--- config.mk ---
export PLATFORM = sky130hd
export DESIGN_NAME = psg_tone_noise_mixer
export DESIGN_NICKNAME = d
export VERILOG_FILES = /design/src/psg_pkg.sv /design/src/psg_gen.sv /design/src/psg_tone_noise_mixer.sv
export SDC_FILE = /design/constraint.sdc
export NUM_CORES = 2
export LEC_CHECK = 0
export ABC_AREA = 1
export ABC_CLOCK_PERIOD_IN_PS = 10590
export BUFFER_PORTS_ARGS = -buffer_cell sky130_fd_sc_hd__clkbuf_2
export CAP_MARGIN = 20
export CELL_PAD_IN_SITES_DETAIL_PLACEMENT = 1
export CELL_PAD_IN_SITES_GLOBAL_PLACEMENT = 1
export CORE_ASPECT_RATIO = 0.6
export CORE_MARGIN = 2
export CORE_UTILIZATION = 52
export CTS_CLUSTER_SIZE = 14
export DETAILED_ROUTE_END_ITERATION = 10
export PLACE_DENSITY_LB_ADDON = 0.25
export SLEW_MARGIN = 10
export SYNTH_ARGS = -nofsm -noshare
export SYNTH_HDL_FRONTEND = slang
export SYNTH_SLANG_ARGS = --single-unit
--- constraint.sdc ---
create_clock -name clk -period 10.59 [get_ports clk]
set_input_delay 2.118 -clock clk [delete_from_list [all_inputs] [get_ports clk]]
set_output_delay 2.118 -clock clk [all_outputs]
set_load 0.05 [all_outputs]
--- src/psg_pkg.sv ---
// ----------------------------------------------------------------------------
// psg_pkg
// Shared types, constants and lookup tables of the three-channel sound
// generator: register masks, the volume table and the sequencer states.
// ----------------------------------------------------------------------------
package psg_pkg;

    // Block sizes.
    localparam int CHANNELS  = 3;
    localparam int REG_COUNT = 16;
    localparam int REG_IDX_W = $clog2(REG_COUNT);
    localparam int MAX_OUT   = 32;
    localparam int CNT_W     = $clog2(MAX_OUT + 1);

    // Field widths.
    localparam int TONE_W   = 12;
    localparam int NOISE_W  = 5;
    localparam int LFSR_W   = 17;
    localparam int TACC_W   = 18;
    localparam int SACC_W   = 26;
    localparam int PROD_W   = 22;
    localparam int MAG_W    = 17;

    // Mixer constants: fixed envelope level and the 0.33 scale in Q0.16.
    localparam logic [15:0] ENV_LEVEL  = 16'd24576;
    localparam logic [14:0] SCALE_Q16  = 15'd21627;
    localparam logic [32:0] ROUND_HALF = 33'd32768;

    // Configuration register defaults.
    localparam logic [15:0] TONE_DIV_RESET  = 16'd16;
    localparam logic [15:0] STEP_RESET      = 16'd16;
    localparam logic [23:0] PERIOD_RESET    = 24'd1270;

    // Register file addresses with special meaning.
    localparam int NOISE_REG  = 6;
    localparam int ENABLE_REG = 7;
    localparam int AMP_REG    = 8;

    // Input commands.
    typedef enum logic [1:0] {
        CMD_TICK  = 2'd0,
        CMD_WRITE = 2'd1,
        CMD_READ  = 2'd2,
        CMD_NONE  = 2'd3
    } cmd_t;

    // Configuration register indexes.
    typedef enum logic [1:0] {
        CFG_TONE_DIV      = 2'd0,
        CFG_SAMPLE_STEP   = 2'd1,
        CFG_SAMPLE_PERIOD = 2'd2,
        CFG_UNUSED        = 2'd3
    } cfg_idx_t;

    // Sequencer states, one-hot.
    typedef enum logic [8:0] {
        ST_IDLE  = 9'b000000001,
        ST_TSUB  = 9'b000000010,
        ST_TLOOP = 9'b000000100,
        ST_PROD  = 9'b000001000,
        ST_SSUB  = 9'b000010000,
        ST_MIX   = 9'b000100000,
        ST_SCALE = 9'b001000000,
        ST_SLOOP = 9'b010000000,
        ST_RDOUT = 9'b100000000
    } state_t;

    // Settings that the tone and noise generator reads from the register file.
    typedef struct packed {
        logic [CHANNELS-1:0][TONE_W-1:0] period;
        logic [CHANNELS-1:0]             amp_nz;
        logic [NOISE_W-1:0]              noise_per;
    } gen_cfg_t;

    // Levels that the generator hands to the mixer.
    typedef struct packed {
        logic [CHANNELS-1:0] tone_level;
        logic                lfsr_bit;
    } gen_stat_t;

    // Write mask of each register.
    function automatic logic [7:0] reg_mask(input logic [REG_IDX_W-1:0] idx);
        logic [7:0] m;
        case (idx)
            4'd1, 4'd3, 4'd5, 4'd13:    m = 8'h0F;
            4'd6, 4'd8, 4'd9, 4'd10:    m = 8'h1F;
            default:                    m = 8'hFF;
        endcase
        return m;
    endfunction

    // Logarithmic channel volume in Q1.15.
    function automatic logic [15:0] vol_lookup(input logic [3:0] code);
        logic [15:0] v;
        case (code)
            4'd0:    v = 16'd0;
            4'd1:    v = 16'd328;
            4'd2:    v = 16'd474;
            4'd3:    v = 16'd690;
            4'd4:    v = 16'd1006;
            4'd5:    v = 16'd1493;
            4'd6:    v = 16'd2114;
            4'd7:    v = 16'd3518;
            4'd8:    v = 16'd4148;
            4'd9:    v = 16'd6717;
            4'd10:   v = 16'd9575;
            4'd11:   v = 16'd12217;
            4'd12:   v = 16'd16139;
            4'd13:   v = 16'd20818;
            4'd14:   v = 16'd26397;
            default: v = 16'd32768;
        endcase
        return v;
    endfunction

endpackage

--- src/psg_gen.sv ---
// ----------------------------------------------------------------------------
// psg_gen
// Tone and noise generator: per-channel 12-bit tone counters, the 5-bit
// noise counter and the 17-bit noise LFSR, advanced by one tick per strobe.
// ----------------------------------------------------------------------------
module psg_gen (
    input  logic                 clk,
    input  logic                 rst_n,
    input  logic                 tick,
    input  psg_pkg::gen_cfg_t    cfg,
    output psg_pkg::gen_stat_t   stat
);
    import psg_pkg::*;

    logic [CHANNELS-1:0][TONE_W-1:0] tone_count_reg;
    logic [CHANNELS-1:0][TONE_W-1:0] tone_count_next;
    logic [CHANNELS-1:0]             tone_level_reg;
    logic [CHANNELS-1:0]             tone_level_next;
    logic [NOISE_W-1:0]              noise_count_reg;
    logic [NOISE_W-1:0]              noise_count_next;
    logic                            noise_level_reg;
    logic                            noise_level_next;
    logic [LFSR_W-1:0]               noise_shift_reg;
    logic [LFSR_W-1:0]               noise_shift_next;

    // One tick of every tone lane and of the noise counter.
    always_comb
    begin
        logic [TONE_W-1:0]  cnt1;
        logic [TONE_W-1:0]  per;
        logic [NOISE_W-1:0] ncnt1;
        logic [NOISE_W-1:0] nper;
        tone_count_next  = tone_count_reg;
        tone_level_next  = tone_level_reg;
        noise_count_next = noise_count_reg;
        noise_level_next = noise_level_reg;
        noise_shift_next = noise_shift_reg;
        for (int ch = 0; ch < CHANNELS; ch++)
        begin
            cnt1 = tone_count_reg[ch] + 1'b1;
            per  = (cfg.period[ch] == '0) ? TONE_W'(1) : cfg.period[ch];
            if (cfg.amp_nz[ch])
            begin
                if (cnt1 >= per)
                begin
                    tone_count_next[ch] = '0;
                    tone_level_next[ch] = ~tone_level_reg[ch];
                end
                else
                begin
                    tone_count_next[ch] = cnt1;
                end
            end
            else
            begin
                tone_level_next[ch] = 1'b0;
            end
        end
        ncnt1 = noise_count_reg + 1'b1;
        nper  = (cfg.noise_per == '0) ? NOISE_W'(1) : cfg.noise_per;
        if (ncnt1 >= nper)
        begin
            noise_count_next = '0;
            noise_level_next = ~noise_level_reg;
            // The LFSR shifts on each rising noise level.
            if (!noise_level_reg)
            begin
                noise_shift_next = {noise_shift_reg[0] ^ noise_shift_reg[3],
                                    noise_shift_reg[LFSR_W-1:1]};
            end
        end
        else
        begin
            noise_count_next = ncnt1;
        end
    end

    // Generator state registers.
    always_ff @(posedge clk or negedge rst_n)
    begin
        if (!rst_n)
        begin
            tone_count_reg  <= '0;
            tone_level_reg  <= '0;
            noise_count_reg <= '0;
            noise_level_reg <= 1'b0;
            noise_shift_reg <= LFSR_W'(1);
        end
        else if (tick)
        begin
            tone_count_reg  <= tone_count_next;
            tone_level_reg  <= tone_level_next;
            noise_count_reg <= noise_count_next;
            noise_level_reg <= noise_level_next;
            noise_shift_reg <= noise_shift_next;
        end
    end

    assign stat.tone_level = tone_level_reg;
    assign stat.lfsr_bit   = noise_shift_reg[0];

endmodule

--- src/psg_tone_noise_mixer.sv ---
// ----------------------------------------------------------------------------
// psg_tone_noise_mixer
// Three-channel sound generator with a masked register file, tone and noise
// generators and a sample mixer, run by a small sequencer around one shared
// 26-bit accumulator adder.
// ----------------------------------------------------------------------------
// A write takes effect at its accept edge; a read word is loaded into the output
// register from RDOUT after its accept, and the input stalls until then. A tick
// word stalls the input through TSUB, TLOOP (one adder pass per tone tick), PROD,
// SSUB, MIX and, when a sample is due, SCALE and SLOOP (one adder pass per due
// sample); output stalls lengthen it while a word waits for the output register.
// Reset (asynchronous, active low) clears the control state and loads the defaults.
module psg_tone_noise_mixer (
    input  logic        clk,
    input  logic        rst_n,
    // Input channel.
    input  logic        in_valid,
    output logic        in_stall,
    input  logic [1:0]  command,
    input  logic [7:0]  reg_index,
    input  logic [7:0]  write_data,
    input  logic [5:0]  cycle_count,
    // Output channel.
    output logic        out_valid,
    input  logic        out_stall,
    output logic        is_sample,
    output logic signed [15:0] sample,
    output logic [7:0]  read_data,
    output logic        last,
    // Configuration channel.
    input  logic        cfg_valid,
    output logic        cfg_ready,
    input  logic [1:0]  cfg_index,
    input  logic [23:0] cfg_data
);
    import psg_pkg::*;

    // Sequencer and configuration.
    state_t                    state_reg, state_next;
    logic [15:0]               tone_div_reg;
    logic [15:0]               step_reg;
    logic [23:0]               period_reg;
    logic [7:0]                reg_file_reg [REG_COUNT];

    // Working registers.
    logic signed [TACC_W-1:0]  tick_accum_reg;
    logic signed [SACC_W-1:0]  sample_accum_reg;
    logic [5:0]                cyc_reg;
    logic [PROD_W-1:0]         prod_reg;
    logic [MAG_W-1:0]          mag_reg;
    logic                      neg_reg;
    logic [15:0]               smp_reg;
    logic [7:0]                rd_data_reg;
    logic [CNT_W-1:0]          emit_cnt_reg;

    // Output register.
    logic                      out_valid_reg;
    logic                      out_is_sample_reg;
    logic [15:0]               out_sample_reg;
    logic [7:0]                out_read_reg;
    logic                      out_last_reg;

    // Handshake and control decodes.
    logic                      in_accept;
    logic                      cfg_write;
    logic                      out_free;
    logic                      emit_smp;
    logic                      emit_rd;
    logic                      emit_last;
    logic                      gen_tick;
    logic                      tick_le0;
    logic                      sample_le0;
    logic                      add_le0;

    // Shared adder.
    logic signed [SACC_W-1:0]  add_a;
    logic signed [SACC_W-1:0]  add_b;
    logic signed [SACC_W-1:0]  add_sum;

    logic [15:0]               div_eff;
    logic [23:0]               per_eff;
    logic [23:0]               per_max;

    // Mixer.
    logic signed [MAG_W:0]     mix_sum;
    logic [32:0]               scale_prod;
    logic [MAG_W-1:0]          q_mag;
    logic [15:0]               q_sat;

    gen_cfg_t                  gen_cfg;
    gen_stat_t                 gen_stat;

    assign in_accept = in_valid && !in_stall;
    assign in_stall  = (state_reg != ST_IDLE);
    assign cfg_ready = 1'b1;
    assign cfg_write = cfg_valid && cfg_ready;
    assign out_free  = !out_valid_reg || !out_stall;

    // Effective divider and sample period.
    assign div_eff = (tone_div_reg == '0) ? 16'd1 : tone_div_reg;
    assign per_max = (period_reg < {8'd0, step_reg}) ? {8'd0, step_reg} : period_reg;
    assign per_eff = (per_max == '0) ? 24'd1 : per_max;

    assign tick_le0   = tick_accum_reg[TACC_W-1] || (tick_accum_reg == '0);
    assign sample_le0 = sample_accum_reg[SACC_W-1] || (sample_accum_reg == '0);

    // Operand selection for the shared accumulator adder.
    always_comb
    begin
        add_a = sample_accum_reg;
        add_b = SACC_W'($signed({1'b0, per_eff}));
        case (state_reg)
            ST_TSUB:
            begin
                add_a = SACC_W'(tick_accum_reg);
                add_b = SACC_W'(0) - SACC_W'(cyc_reg);
            end
            ST_TLOOP:
            begin
                add_a = SACC_W'(tick_accum_reg);
                add_b = SACC_W'(div_eff);
            end
            ST_SSUB:
            begin
                add_b = SACC_W'(0) - SACC_W'(prod_reg);
            end
            default:
            begin
                add_b = SACC_W'(per_eff);
            end
        endcase
    end

    assign add_sum = add_a + add_b;
    assign add_le0 = add_sum[SACC_W-1] || (add_sum == '0);

    // Generator settings taken from the register file.
    always_comb
    begin
        for (int ch = 0; ch < CHANNELS; ch++)
        begin
            gen_cfg.period[ch] = {reg_file_reg[2*ch+1][3:0], reg_file_reg[2*ch]};
            gen_cfg.amp_nz[ch] = (reg_file_reg[AMP_REG+ch][3:0] != 4'd0);
        end
        gen_cfg.noise_per = reg_file_reg[NOISE_REG][NOISE_W-1:0];
    end

    assign gen_tick = (state_reg == ST_TLOOP) && tick_le0;

    psg_gen u_gen (
        .clk   (clk),
        .rst_n (rst_n),
        .tick  (gen_tick),
        .cfg   (gen_cfg),
        .stat  (gen_stat)
    );

    // Mix plus or minus each channel volume.
    always_comb
    begin
        logic [7:0]  amp;
        logic [15:0] vol;
        logic        tone_ok;
        logic        noise_ok;
        mix_sum = '0;
        for (int ch = 0; ch < CHANNELS; ch++)
        begin
            amp      = reg_file_reg[AMP_REG+ch];
            vol      = amp[4] ? ENV_LEVEL : vol_lookup(amp[3:0]);
            tone_ok  = gen_stat.tone_level[ch] | reg_file_reg[ENABLE_REG][ch];
            noise_ok = gen_stat.lfsr_bit | reg_file_reg[ENABLE_REG][ch+3];
            if (tone_ok && noise_ok)
            begin
                mix_sum = mix_sum + (MAG_W+1)'(vol);
            end
            else
            begin
                mix_sum = mix_sum - (MAG_W+1)'(vol);
            end
        end
    end

    // Scale by 0.33, round half away from zero, saturate.
    assign scale_prod = 33'(mag_reg) * 33'(SCALE_Q16) + ROUND_HALF;
    assign q_mag      = scale_prod[32:16];
    always_comb
    begin
        if (!neg_reg)
        begin
            q_sat = (q_mag > MAG_W'(32767)) ? 16'h7FFF : q_mag[15:0];
        end
        else
        begin
            q_sat = (q_mag > MAG_W'(32768)) ? 16'h8000 : (16'd0 - q_mag[15:0]);
        end
    end

    // Result emission.
    assign emit_smp  = (state_reg == ST_SLOOP) && sample_le0 &&
                       (emit_cnt_reg < CNT_W'(MAX_OUT)) && out_free;
    assign emit_rd   = (state_reg == ST_RDOUT) && out_free;
    assign emit_last = !add_le0 || (emit_cnt_reg == CNT_W'(MAX_OUT - 1));

    // Sequencer next state.
    always_comb
    begin
        state_next = state_reg;
        case (state_reg)
            ST_IDLE:
            begin
                if (in_accept && command == CMD_TICK)
                begin
                    state_next = ST_TSUB;
                end
                else if (in_accept && command == CMD_READ)
                begin
                    state_next = ST_RDOUT;
                end
            end
            ST_TSUB:  state_next = ST_TLOOP;
            ST_TLOOP:
            begin
                if (!tick_le0)
                begin
                    state_next = ST_PROD;
                end
            end
            ST_PROD:  state_next = ST_SSUB;
            ST_SSUB:  state_next = ST_MIX;
            ST_MIX:   state_next = sample_le0 ? ST_SCALE : ST_IDLE;
            ST_SCALE: state_next = ST_SLOOP;
            ST_SLOOP:
            begin
                if (!sample_le0)
                begin
                    state_next = ST_IDLE;
                end
            end
            ST_RDOUT:
            begin
                if (out_free)
                begin
                    state_next = ST_IDLE;
                end
            end
            default:  state_next = ST_IDLE;
        endcase
    end

    // Control registers, configuration and register file.
    always_ff @(posedge clk or negedge rst_n)
    begin
        if (!rst_n)
        begin
            state_reg        <= ST_IDLE;
            tone_div_reg     <= TONE_DIV_RESET;
            step_reg         <= STEP_RESET;
            period_reg       <= PERIOD_RESET;
            tick_accum_reg   <= TACC_W'(TONE_DIV_RESET);
            sample_accum_reg <= '0;
            emit_cnt_reg     <= '0;
            out_valid_reg    <= 1'b0;
            for (int i = 0; i < REG_COUNT; i++)
            begin
                reg_file_reg[i] <= '0;
            end
        end
        else
        begin
            state_reg <= state_next;

            // Configuration writes.
            if (cfg_write)
            begin
                case (cfg_index)
                    CFG_TONE_DIV:    tone_div_reg <= cfg_data[15:0];
                    CFG_SAMPLE_STEP: step_reg     <= cfg_data[15:0];
                    CFG_SAMPLE_PERIOD:
                    begin
                        period_reg <= (cfg_data < {8'd0, step_reg}) ?
                                      {8'd0, step_reg} : cfg_data;
                    end
                    default:         ;
                endcase
            end

            // Register file writes.
            if (in_accept && command == CMD_WRITE &&
                reg_index < 8'(REG_COUNT))
            begin
                reg_file_reg[reg_index[REG_IDX_W-1:0]] <=
                    write_data & reg_mask(reg_index[REG_IDX_W-1:0]);
            end

            // Accumulators through the shared adder.
            if (state_reg == ST_TSUB || gen_tick)
            begin
                tick_accum_reg <= add_sum[TACC_W-1:0];
            end
            if (state_reg == ST_SSUB ||
                (state_reg == ST_SLOOP && sample_le0 &&
                 (emit_cnt_reg >= CNT_W'(MAX_OUT) || out_free)))
            begin
                sample_accum_reg <= add_sum;
            end

            // Count of emitted samples.
            if (state_reg == ST_SCALE)
            begin
                emit_cnt_reg <= '0;
            end
            else if (emit_smp)
            begin
                emit_cnt_reg <= emit_cnt_reg + 1'b1;
            end

            // Output word valid.
            if (emit_smp || emit_rd)
            begin
                out_valid_reg <= 1'b1;
            end
            else if (!out_stall)
            begin
                out_valid_reg <= 1'b0;
            end
        end
    end

    // Datapath registers.
    always_ff @(posedge clk)
    begin
        if (in_accept)
        begin
            cyc_reg     <= cycle_count;
            rd_data_reg <= (reg_index < 8'(REG_COUNT)) ?
                           reg_file_reg[reg_index[REG_IDX_W-1:0]] : 8'd0;
        end
        if (state_reg == ST_PROD)
        begin
            prod_reg <= PROD_W'(cyc_reg) * PROD_W'(step_reg);
        end
        if (state_reg == ST_MIX)
        begin
            neg_reg <= mix_sum[MAG_W];
            mag_reg <= mix_sum[MAG_W] ? MAG_W'(-mix_sum) : mix_sum[MAG_W-1:0];
        end
        if (state_reg == ST_SCALE)
        begin
            smp_reg <= q_sat;
        end
        if (emit_smp)
        begin
            out_is_sample_reg <= 1'b1;
            out_sample_reg    <= smp_reg;
            out_read_reg      <= 8'd0;
            out_last_reg      <= emit_last;
        end
        else if (emit_rd)
        begin
            out_is_sample_reg <= 1'b0;
            out_sample_reg    <= 16'd0;
            out_read_reg      <= rd_data_reg;
            out_last_reg      <= 1'b1;
        end
    end

    assign out_valid = out_valid_reg;
    assign is_sample = out_is_sample_reg;
    assign sample    = $signed(out_sample_reg);
    assign read_data = out_read_reg;
    assign last      = out_last_reg;

`ifndef SYNTHESIS
    // No more than the result limit is ever emitted for one word.
    a_emit_limit: assert property (@(posedge clk) disable iff (!rst_n)
        emit_cnt_reg <= CNT_W'(MAX_OUT))
        else $error("sample count beyond the result limit");

    // Tone ticks stop only once the tick accumulator is positive again.
    a_tick_done: assert property (@(posedge clk) disable iff (!rst_n)
        (state_reg == ST_PROD) |-> (tick_accum_reg > 0))
        else $error("tone tick loop left with a non-positive accumulator");

    // A read word always closes its input.
    a_read_last: assert property (@(posedge clk) disable iff (!rst_n)
        (out_valid_reg && !out_is_sample_reg) |-> out_last_reg)
        else $error("read word without last");

    // An accepted tick word starts the tick sequence.
    a_tick_start: assert property (@(posedge clk) disable iff (!rst_n)
        (in_accept && command == CMD_TICK) |=> (state_reg == ST_TSUB))
        else $error("tick word did not start the sequencer");
`endif

endmodule
==> flow_summary.toml <==
[power]
irDropWorstVdd_uv = 249
power_leakage_uw = 0.0205
power_density_nw_per_um2 = 181

[synth]
ys_top_cells_by_area = "dfrtp_1 (20%), nand2_1 (13%), ha_1 (12%)"
synth-seq-area-share = 0.289
syn-cell-area_um2 = 36300
async_flop_share = 0.761
netlist-cell-type-count = 70
netlist_instances = 4912
synthFlopType = "dfrtp_1"
yosys_warnings = 0
synth-edff-count = 87
synth.avg_cell_area_um2 = 7.38
synth_top_cell_area_share = 0.203
synth_fp_nets = 5472
synth_seq_cells = 402
yosys.area.top_type = "dfrtp_1"

[run]
drv_cap = 0

[global_route]
track_usage = 0.355
grt_pass1_wl_mm = 201
grt_antenna_before_repair = 3
grt_pass1_vias = 36000
overflow = 0
grt_max_degree = 129

[clock_network]
tritoncts = "done"
clock_latency_ps = 640
ctsHoldBuffers = 0
cts_buffer_depth = 3
clock_sinks = 402
cts_resized = 0
numCtsBuffers = 44
htreeDepth = 2
postCtsSetupBuffers = 0
ctsRootBufferMaster = "clkbuf_16"
path_clk_slew_ps = 70

[sta]
tightest_slew_ps = 1140
fin_crit_sh = 0.687
clock_skew_ps = 53.3
max-slew-margin-rel = 0.239
hold_viol_final = 0
rsz0062_at_grt = "false"
drv_slew = 0
whs_ps = 456
finalCriticalPeriod_ps = 7280
worst_slack_ps = 3310
tns_ps = 0
finalSetupViolCount = 0
clock.fmax_ghz = 0.137

[final_layout]
final_common_cell = "nand2_1"
stdcell_count = 5860
largest_register_ff_count = 87
area_delta_synth_final_pct = 7.23
layout_common_cells = "nand2_1 (1238), inv_1 (791), o21ai_0 (477)"
fillCellCount = 8764
drive_above_1_share = 0.0564
nNetsFinal = 5471

[worst_hold_path]
min_path_type = "reg -> reg"
min_from = "is_sample"

[floorplanning]
boundaryPins = 84
die_h_um = 209
coreArea_um2 = 68500
die-area_um2 = 72000
initial_utilization = 0.529
rows = 74
floorplan.die.width_um = 345

[critical_path]
path_delay_family = "adder cells"
critPathCaptureType = "register"
criticalPathCategory = "reg -> reg"
cp-start-kind = "register"
reg2reg_from = "mag_reg[7]"
crit_start = "mag_reg[7]"
max_stage_delay_ps = 620
crit_buf_inv = 9
required_ps = 11060
arrival_ps = 7750
crit_top_cell = "inv_1"
critPathMaxFanout = 16
cpMaxStageDelayCell = "edfxtp_1"

[placement]
dp_hpwl_mm = 98.7
placedCellCount = 5774
numPortBuffers = 82
gp_congestion = 0.980
dp_slack_ps = 3500

[outcome]
outcome = "finished clean"

[drt]
ant_nets = 0
routedWlPerCell_um = 21.7
dr.pass1.iters = 6
via_count = 34600
viasPerCell = 5.90
wl_mm = 127
drc = 0
drtIter0Drc = 3271
[layout make-up]
type	instances	area (um2)	share of cell area
antenna	1	2.50	0.0000643
clock buffer	59	1230	0.0316
clock inverter	23	264	0.00679
inverter	811	3040	0.0783
multi-input combinational	3551	22100	0.569
sequential	402	10500	0.269
tap	912	1140	0.0293
timing repair buffer	101	619	0.0159
[worst reg2reg max path, delay by kind of cell, from the launching register on]
family / cells / cell delay [ps]
AO/OA/AOI/OAI: 1 / 420
AND/OR/NAND/NOR: 12 / 1280
adder cells (fa/ha/maj): 8 / 3600
buffers and inverters: 9 / 770
flip-flops: 1 / 620
XOR/XNOR: 1 / 440
[final timing paths]
| kind | end | slack [ps] | cells past startpoint |
|---|---|---|---|
| setup reg to reg | smp_reg[2] | 3310 | 31 |
| hold reg to reg | is_sample | 460 | 2 |
| hold / removal | is_sample | 460 | 2 |
| max in group asynchronous | reg_file_reg[84] | 7430 | 2 |
| min in group asynchronous | reg_file_reg[1] | 1540 | 1 |
| setup / recovery | smp_reg[2] | 3310 | 31 |
[cells in the mapped netlist, types with 5 or more instances]
| master | number |
|---|---|
| a211oi_1 | 9 |
| a21boi_0 | 14 |
| a21o_1 | 9 |
| a21oi_1 | 216 |
| a22o_1 | 7 |
| a31oi_1 | 5 |
| a41oi_1 | 6 |
| buf_1 | 8 |
| buf_2 | 12 |
| buf_4 | 9 |
| buf_6 | 7 |
| clkbuf_1 | 112 |
| clkinv_1 | 7 |
| dfrtp_1 | 294 |
| dfstp_2 | 12 |
| dfxtp_1 | 9 |
| edfxtp_1 | 87 |
| fa_1 | 154 |
| ha_1 | 351 |
| inv_1 | 792 |
| inv_2 | 12 |
| mux2_2 | 8 |
| nand2_1 | 1238 |
| nand2_2 | 14 |
| nand3_1 | 253 |
| nand3_2 | 13 |
| nand3b_1 | 13 |
| nand4_1 | 62 |
| nor2_1 | 335 |
| nor2_2 | 16 |
| nor3_1 | 50 |
| nor4_1 | 23 |
| o211ai_1 | 12 |
| o21a_1 | 10 |
| o21ai_0 | 477 |
| o21ai_1 | 8 |
| o21bai_1 | 12 |
| o22ai_1 | 19 |
| o31ai_1 | 13 |
| or2_2 | 13 |
| xnor2_1 | 45 |
| xor2_1 | 99 |
[cells by family after synthesis]
logic type | count (synthesis) | share of synthesized area
xor+xnor | 144 | 0.0348
other cells | 1 | 0.000103
compound gates | 845 | 0.128
mux | 8 | 0.00248
fa+ha+maj | 505 | 0.206
flops | 402 | 0.289
buf+inv | 959 | 0.102
simple gates | 2048 | 0.238
[routing by layer]
layer,GRT usage,part of all wire,vias up,wire length (um)
li1,-,-,15800,-
met1,0.522,0.47,17300,59300
met2,0.508,0.41,1258,52300
met3,0.108,0.10,190,13100
met4,0.0821,0.021,4,2660
met5,0,0.00024,-,31
[power breakdown]
group / switching [uW] / total [uW] / internal, uW
clock network: 730 / 1650 / 922
logic: 2330 / 3410 / 1080
registers: 175 / 1990 / 1820
total: 3230 / 7050 / 3820
[per-stage QoR]
step	utilization	area, um2	total power, uW
final	0.568	38900	7050
after floorplan	-	36300	4280
after CTS	0.567	38800	6960
after global routing	0.568	38900	7460
after global placement	0.545	37300	5060
after detailed placement	0.545	37300	5270
Note: power is estimated with default switching activity, not from simulation.
